## config.mk

```make
export PLATFORM = sky130hd
export DESIGN_NAME = fat12ct_ctrl
export DESIGN_NICKNAME = d
export VERILOG_FILES = /design/src/hw/rtl/fat12ct_pkg.sv /design/src/hw/rtl/fat12ct_ctrl.sv
export SDC_FILE = /design/constraint.sdc
export NUM_CORES = 1
export LEC_CHECK = 0
export BUFFER_PORTS_ARGS = -buffer_cell sky130_fd_sc_hd__buf_2
export CAP_MARGIN = 20
export CORE_MARGIN = 2
export CORE_UTILIZATION = 40
export DETAILED_ROUTE_END_ITERATION = 12
export GPL_TIMING_DRIVEN = 0
export PLACE_DENSITY_LB_ADDON = 0.08
export SYNTH_ARGS = -nofsm -noshare
export SYNTH_HDL_FRONTEND = slang
export SYNTH_SLANG_ARGS = --single-unit
```

## constraint.sdc

```tcl
create_clock -name clk -period 4.5 [get_ports clk]
set_clock_uncertainty 0.1 [all_clocks]
set_input_delay 0.225 -clock clk [delete_from_list [all_inputs] [get_ports clk]]
set_output_delay 0.225 -clock clk [all_outputs]
set_load 0.01 [all_outputs]
```

## src/hw/rtl/fat12ct_pkg.sv

```systemverilog
package fat12ct_pkg;

  localparam int MAX_CLUSTERS_DEF = 4096;
  localparam int TABLE_BYTES_DEF  = 6144;

  localparam logic [11:0] ENT_BAD  = 12'hFF7;
  localparam logic [11:0] ENT_LAST = 12'hFFF;
  localparam logic [7:0]  NIB_LO   = 8'h0F;
  localparam logic [7:0]  NIB_HI   = 8'hF0;

  typedef enum logic [2:0] {
    CMD_GET   = 3'd0,
    CMD_SET   = 3'd1,
    CMD_ALLOC = 3'd2,
    CMD_FREE  = 3'd3,
    CMD_LOAD  = 3'd4,
    CMD_READ  = 3'd5
  } cmd_t;

  typedef enum logic [1:0] {
    ST_OK    = 2'd0,
    ST_RANGE = 2'd1,
    ST_FULL  = 2'd2,
    ST_LOOP  = 2'd3
  } status_t;

  typedef enum logic [3:0] {
    DP_NOP,
    DP_CAPTURE,
    DP_RD_LO,
    DP_RD_HI,
    DP_LATCH_HI,
    DP_WR_LO,
    DP_WR_HI,
    DP_SCAN_NEXT,
    DP_WALK,
    DP_BYTE_WR,
    DP_BYTE_RD,
    DP_RESULT
  } dp_op_t;

  typedef enum logic [1:0] {
    RES_NONE,
    RES_ENTRY,
    RES_GRANT,
    RES_BYTE
  } res_sel_t;

  typedef struct packed {
    dp_op_t   op;
    res_sel_t res_sel;
    status_t  status;
  } dp_ctl_t;

  typedef struct packed {
    cmd_t cmd;
    logic cl_ok;
    logic start_empty;
    logic scan_ok;
    logic entry_zero;
    logic entry_stop;
    logic cap_hit;
    logic addr_ok;
  } dp_stat_t;

  function automatic logic is_stop(input logic [11:0] v);
    return (v < 12'd2) || (v >= ENT_BAD);
  endfunction

endpackage

```

## src/hw/rtl/fat12ct_ctrl.sv

```systemverilog
module fat12ct_ctrl (
  input  logic                  clk,
  input  logic                  rst_n,
  input  logic                  in_valid,
  output logic                  in_ready,
  output logic                  out_valid,
  input  logic                  out_ready,
  input  fat12ct_pkg::dp_stat_t stat,
  output fat12ct_pkg::dp_ctl_t  ctl
);

  typedef enum logic [3:0] {
    S_IDLE,
    S_DISPATCH,
    S_RD_LO,
    S_RD_HI,
    S_LATCH,
    S_DECIDE,
    S_WR_LO,
    S_WR_HI,
    S_SCAN_CHK,
    S_WALK,
    S_WALK_CHK,
    S_FINISH
  } state_t;

  state_t                state_r, state_nxt;
  fat12ct_pkg::res_sel_t res_sel_r, res_sel_nxt;
  fat12ct_pkg::status_t  st_r, st_nxt;
  logic                  out_valid_r, out_valid_nxt;

  always_comb begin
    state_nxt     = state_r;
    res_sel_nxt   = res_sel_r;
    st_nxt        = st_r;
    out_valid_nxt = out_valid_r && !out_ready;
    ctl.op        = fat12ct_pkg::DP_NOP;
    ctl.res_sel   = res_sel_r;
    ctl.status    = st_r;

    unique case (state_r)
      S_IDLE: begin
        if (in_valid) begin
          ctl.op    = fat12ct_pkg::DP_CAPTURE;
          state_nxt = S_DISPATCH;
        end
      end
      S_DISPATCH: begin
        res_sel_nxt = fat12ct_pkg::RES_NONE;
        st_nxt      = fat12ct_pkg::ST_OK;
        state_nxt   = S_FINISH;
        unique case (stat.cmd) inside
          fat12ct_pkg::CMD_GET, fat12ct_pkg::CMD_SET: begin
            if (stat.cl_ok) state_nxt = S_RD_LO;
            else st_nxt = fat12ct_pkg::ST_RANGE;
          end
          fat12ct_pkg::CMD_ALLOC: begin
            if (stat.scan_ok) state_nxt = S_RD_LO;
            else st_nxt = fat12ct_pkg::ST_FULL;
          end
          fat12ct_pkg::CMD_FREE: begin
            if (stat.start_empty) st_nxt = fat12ct_pkg::ST_OK;
            else if (!stat.cl_ok) st_nxt = fat12ct_pkg::ST_RANGE;
            else if (stat.cap_hit) st_nxt = fat12ct_pkg::ST_LOOP;
            else state_nxt = S_RD_LO;
          end
          fat12ct_pkg::CMD_LOAD: begin
            if (stat.addr_ok) ctl.op = fat12ct_pkg::DP_BYTE_WR;
            else st_nxt = fat12ct_pkg::ST_RANGE;
          end
          fat12ct_pkg::CMD_READ: begin
            if (stat.addr_ok) begin
              ctl.op      = fat12ct_pkg::DP_BYTE_RD;
              res_sel_nxt = fat12ct_pkg::RES_BYTE;
            end else begin
              st_nxt = fat12ct_pkg::ST_RANGE;
            end
          end
          default: begin
          end
        endcase
      end
      S_RD_LO: begin
        ctl.op    = fat12ct_pkg::DP_RD_LO;
        state_nxt = S_RD_HI;
      end
      S_RD_HI: begin
        ctl.op    = fat12ct_pkg::DP_RD_HI;
        state_nxt = S_LATCH;
      end
      S_LATCH: begin
        ctl.op    = fat12ct_pkg::DP_LATCH_HI;
        state_nxt = S_DECIDE;
      end
      S_DECIDE: begin
        unique case (stat.cmd) inside
          fat12ct_pkg::CMD_GET: begin
            res_sel_nxt = fat12ct_pkg::RES_ENTRY;
            state_nxt   = S_FINISH;
          end
          fat12ct_pkg::CMD_ALLOC: begin
            if (stat.entry_zero) begin
              state_nxt = S_WR_LO;
            end else begin
              ctl.op    = fat12ct_pkg::DP_SCAN_NEXT;
              state_nxt = S_SCAN_CHK;
            end
          end
          fat12ct_pkg::CMD_SET, fat12ct_pkg::CMD_FREE: begin
            state_nxt = S_WR_LO;
          end
          default: begin
            state_nxt = S_FINISH;
          end
        endcase
      end
      S_WR_LO: begin
        ctl.op    = fat12ct_pkg::DP_WR_LO;
        state_nxt = S_WR_HI;
      end
      S_WR_HI: begin
        ctl.op    = fat12ct_pkg::DP_WR_HI;
        state_nxt = S_FINISH;
        if (stat.cmd == fat12ct_pkg::CMD_ALLOC) res_sel_nxt = fat12ct_pkg::RES_GRANT;
        if (stat.cmd == fat12ct_pkg::CMD_FREE) state_nxt = S_WALK;
      end
      S_SCAN_CHK: begin
        if (stat.scan_ok) begin
          state_nxt = S_RD_LO;
        end else begin
          st_nxt    = fat12ct_pkg::ST_FULL;
          state_nxt = S_FINISH;
        end
      end
      S_WALK: begin
        ctl.op    = fat12ct_pkg::DP_WALK;
        state_nxt = S_WALK_CHK;
      end
      S_WALK_CHK: begin
        state_nxt = S_FINISH;
        if (stat.entry_stop) st_nxt = fat12ct_pkg::ST_OK;
        else if (!stat.cl_ok) st_nxt = fat12ct_pkg::ST_RANGE;
        else if (stat.cap_hit) st_nxt = fat12ct_pkg::ST_LOOP;
        else state_nxt = S_RD_LO;
      end
      S_FINISH: begin
        if (!out_valid_r || out_ready) begin
          ctl.op        = fat12ct_pkg::DP_RESULT;
          out_valid_nxt = 1'b1;
          state_nxt     = S_IDLE;
        end
      end
      default: begin
        state_nxt = S_IDLE;
      end
    endcase
  end

  always_ff @(posedge clk) begin
    if (!rst_n) begin
      state_r     <= S_IDLE;
      res_sel_r   <= fat12ct_pkg::RES_NONE;
      st_r        <= fat12ct_pkg::ST_OK;
      out_valid_r <= 1'b0;
    end else begin
      state_r     <= state_nxt;
      res_sel_r   <= res_sel_nxt;
      st_r        <= st_nxt;
      out_valid_r <= out_valid_nxt;
    end
  end

  assign in_ready  = (state_r == S_IDLE);
  assign out_valid = out_valid_r;

endmodule

```

Yosys cells after proc, flatten, opt, wreduce, memory -nomap -nowiden
Cells that the tools add are included.
{"block": "classes", "n_mux": 40, "n_eq_ne": 22, "reduce_logical": 14}
{"operator": "two-way mux 4 bit", "count": 12}
{"operator": "case mux 4 bit (12 select lines)", "count": 1}
{"operator": "case mux 4 bit (10 select lines)", "count": 1}
{"operator": "two-way mux 2 bit", "count": 13}
{"operator": "equality test 4 x 3 -> 1 bit (second input constant)", "count": 4}
{"operator": "equality test 4 bit (second input constant)", "count": 4}
{"operator": "case mux 4 bit (2 select lines)", "count": 2}
{"operator": "case mux 2 bit (3 select lines)", "count": 2}
{"operator": "case mux 4 bit (3 select lines)", "count": 1}
{"operator": "!= test 2 bit (second input constant)", "count": 5}
{"operator": "equality test 4 x 2 -> 1 bit (second input constant)", "count": 2}
{"operator": "case mux 2 bit (4 select lines)", "count": 1}
{"operator": "equality test 3 x 2 -> 1 bit (second input constant)", "count": 2}
{"operator": "equality test 3 bit (second input constant)", "count": 2}
{"operator": "two-way mux 3 bit", "count": 2}
{"operator": "AND reduction 3 bit", "count": 2}
{"operator": "nonzero test 3 bit", "count": 2}
{"operator": "OR reduction 2 bit", "count": 3}
{"operator": "two-way mux 1 bit", "count": 5}
{"operator": "equality test 4 x 1 -> 1 bit (second input constant)", "count": 1}
{"operator": "logical NOT 4 bit", "count": 1}
{"operator": "!= test 4 bit (second input constant)", "count": 1}
{"operator": "equality test 3 x 1 -> 1 bit (second input constant)", "count": 1}
{"operator": "logical NOT 3 bit", "count": 1}
{"operator": "other kinds (4)", "count": 5}
{"block": "totals", "wordCells": 80, "output_inout_bits": 10, "register_bits": 9, "in_bits": 14}

Logic depth before layout (Yosys ltp)
{"block": "logic_depth", "depth_word": 5, "mapped_depth": 6, "ltp_nobuf": 4}

Least setup slack after synthesis
OpenSTA, ideal clock, no wires.
{"block": "synth_timing", "kind": "register to output", "start": "reg state_r[2]", "end": "out ctl[4] (netlist bit)", "required_time_ps": 4175, "n_path_buf": 1, "t_arrival_ps": 1303, "path_stages_with_launch": 6, "slack_ps": 2872, "path_cell_list": "dfxtp_1 clkbuf_1 inv_1 nor2_1 a21oi_1 o311ai_0"}
{"item": "start, declared", "line_no": "fat12ct_ctrl.sv:27", "rtl": "state_t state_r, state_nxt;"}
{"item": "start signal, assigned", "line_no": "fat12ct_ctrl.sv:166", "rtl": "state_r <= state_nxt;"}
{"item": "end, declared", "line_no": "fat12ct_ctrl.sv:9", "rtl": "output fat12ct_pkg::dp_ctl_t ctl"}

==> PnR_summary.wiki <==
{| class="wikitable"
! Metric !! Value
|-
| Number of antenna cells inserted || 0
|-
| Sink count of the clock tree || 9
|-
| Leading post-synthesis cells by instance count || a21oi_1, nor2_1, dfxtp_1, o21ai_0, inv_1
|-
| Initial drt markers || 40
|-
| Count of final hold-check violations || 0
|-
| Overall die height || 50.63 µm
|-
| Post-synthesis cell type with the largest combined area || dfxtp_1
|-
| Core Rows || 16
|-
| Hold-fix buffers at CTS || 0
|-
| Die Width || 50.63 µm
|-
| Count of port buffers added during placement || 23
|-
| Worst reg-to-reg setup slack || 2.72 ns
|-
| Warnings, synthesis || 0
|-
| Final global-route overflow total || 0
|-
| RD Place Congestion || 0.8235
|-
| Number of routed nets with antenna violations || 0
|-
| End of the worst register-to-register path || state_r[3]$_SDFFE_PN0P_
|-
| Period Utilization, post-route || 46.24%
|-
| Effective utilization at floorplan || 43.44%
|-
| Post-synthesis register bit count || 9
|-
| CP Max Fanout || 10
|-
| Final non-filler cell area || 0.001045 mm²
|-
| Leakage power summed over all cells || 0.4279 nW
|-
| Area of the core || 0.002002 mm²
|-
| Reg-to-Reg Start || state_r[2]$_SDFFE_PN0P_
|-
| Highest clock rate || 480.6 MHz
|-
| CP Class || flop to primary output
|-
| Class of the most critical hold timing path || input pin to flop
|-
| TritonCTS clock tree || built
|-
| I/O pin total || 24
|-
| Post-synthesis instance area || 869.6 µm²
|-
| Worst vdd ir || 0.0002590 V
|-
| Hold_ws || 0.1780 ns
|-
| Headroom to the max-slew limit || 62.55%
|-
| Number of max-cap violations || 0
|-
| Worst setup path startpoint || state_r[2]$_SDFFE_PN0P_
|-
| Area of placed instances || 0.001018 mm²
|-
| Net count after synthesis || 132
|-
| R2R cell count || 5
|-
| Routed length per instance || 13.72 µm
|-
| Wire length of the first global-routing pass || 4.029 mm
|-
| Clock transition at the registers of the reported paths || 0.05 ns
|-
| Topmost layer with routed signal wires || met4
|-
| Most used flip-flop cell after synthesis || dfxtp_1
|-
| Largest incremental delay on the critical path || 0.30 ns
|-
| Fin. max-slew vios || 0
|-
| Chain of cells forming the critical path || clkbuf_1 -> buf_2 -> xor2_1 -> nor2_1 -> a41oi_1 -> o21ai_0 -> buf_2
|-
| DPL Wire Length || 1.817 mm
|-
| Number of buffers added by the clock tree synthesis step || 3
|-
| Routed vias/inst || 5.767
|-
| Final Routed Wirelength || 2.360 mm
|-
| Fraction of synthesized cell area taken by the top area cell type || 20.72%
|-
| H-tree depth reported by CTS || 1
|-
| Total power density per cell area || 524.0 mW/mm²
|-
| Distinct cell type count of the synthesized netlist || 45
|-
| DR WL met3 || 191 µm
|-
| Most frequent cell on the critical path || buf_2
|-
| Post-route DRC || 0
|-
| Number of nets in the layout || 160
|-
| Part of the Yosys area used for sequential elements || 20.72%
|-
| Largest buffer count on any clock path || 2
|-
| Status || complete, no violations
|-
| Minimum period implied by the final worst setup slack || 2.081 ns
|-
| Proportion of layout cells with a drive suffix above 1 || 26.21%
|-
| Final setup fails || 0
|-
| Total negative slack || 0 ns
|-
| Crit path capture type || primary output
|-
| Required time of the critical path || 4.18 ns
|-
| Overall via count from detail_route || 992
|-
| Wire length on met1 || 1.109 mm
|-
| Critical-path top delay cell || dfxtp_1
|-
| Largest net degree at the start of global routing || 11
|-
| # Post-CTS Setup Buffers || 0
|-
| Clk_lat worst skew || 0.25 ns
|-
| Startpoint type of the worst setup path || flop
|-
| Average size of a mapped cell || 7.369 µm²
|-
| Post-cts repair resize count || 0
|-
| Source of the worst hold timing path || out_ready
|-
| Buffer cell driving the clock tree root || clkbuf_4
|-
| Hold Path Depth || 3
|-
| Ys async rst share || 0%
|-
| Total met2 wirelength after detailed routing || 1.031 mm
|-
| Worst Hold Path EP || out_valid$_SDFF_PN0_
|-
| Number of fill cells in the layout || 224
|-
| Arrival @ worst endpoint || 1.76 ns
|-
| Pin slew with the least headroom to its limit || 0.5545 ns
|-
| Layout overhead on the synthesized area || 20.14%
|-
| RSZ-0062 raised after global routing || false
|-
| Initial antenna violation count || 0
|-
| EDFF count, synth || 0
|-
| First-pass detailed-route iteration total || 4
|-
| Total global routing track utilization || 20.41%
|-
| Synth top area cells || dfxtp_1, a21oi_1, o21ai_0
|-
| Syn Inst Count || 118
|-
| Full die area || 0.002563 mm²
|-
| Via count of the first global-routing pass || 891
|}
## area by class of cell
class	instances	area (µm²)	share of cell area, %
clock buffer	4	26.28	2.515
inverter	6	22.52	2.156
multi-input combinational	93	616.8	59.04
buffer	10	50.05	4.790
sequential	9	180.2	17.25
tap	27	33.78	3.234
timing repair buffer	23	115.1	11.02
## how the worst max path moves through the flow
stage / end / slack, ns / cells past startpoint
5_1_grt: ctl[4] / 2.20 / 6
3_5_place_dp: state_r[3]$_SDFFE_PN0P_ / 2.59 / 6
2_1_floorplan: ctl[4] / 2.87 / 5
4_1_cts: ctl[4] / 2.41 / 5
3_3_place_gp: state_r[3]$_SDFFE_PN0P_ / 2.58 / 6
6_report: ctl[5] / 2.42 / 7
## kinds of logic after synthesis
logic type	synth area share [%]
and+or+nand+nor	36.12
buffers and inverters	8.345
DFF	20.72
AOI/OAI and AO/OA	33.82
xor gates and xnor gates	1.007
## power breakdown
part	switching [mW]	internal, mW
clock network	0.0235	0.0339
registers	0.0186	0.111
logic	0.214	0.147
total	0.256	0.292
## stage by stage
stage	utilization (%)	power, mW	std cells	setup slack, ns
after floorplan	-	0.3879	118	2.872
after global placement	50.88	0.4906	168	2.582
after detailed placement	50.88	0.4897	168	2.591
after CTS	52.19	0.5515	172	2.409
after global routing	52.19	0.6048	172	2.197
final	52.19	0.5475	172	2.419
## sequential cells by signal (all words and copies together) (netlist names)
signal,flops
out_valid,1
state_r,4
res_sel_r,2
st_r,2
## critical path, delay by kind of cell, from the launching register on
kind | cells | cell delay, ns
DFF | 1 | 0.30
and+or+nand+nor | 1 | 0.05
AOI/OAI and AO/OA | 2 | 0.26
buffers and inverters | 3 | 0.74
xor gates and xnor gates | 1 | 0.15
## layer usage
| metal | vias to the layer above | track usage [%] |
|---|---|---|
| met2 | 45 | 30.26 |
| met1 | 431 | 29.68 |
| li1 | 512 | - |
| met4 | 0 | 9.009 |
| met3 | 4 | 1.786 |
| met5 | - | 0 |
## cells in the final DEF (no fill, tap or decap), types with 2 or more instances in the layout
cell type and count:
a21oi_1 10, a41oi_1 2, a211oi_1 4, nor2_1 10, or3b_2 2, nor2b_1 2, and3b_1 3, nand2_1 4
o21ai_0 8, inv_1 6, nor3b_1 4, o22ai_1 2, nand4b_1 2, nor3_1 3, clkbuf_1 6, nand3b_1 2
dfxtp_1 9, o31a_1 3, nand3_1 2, nand2b_1 5, or2_2 2, nor4_1 2, buf_2 27, clkbuf_4 3
(Power assumes the default switching activity.)
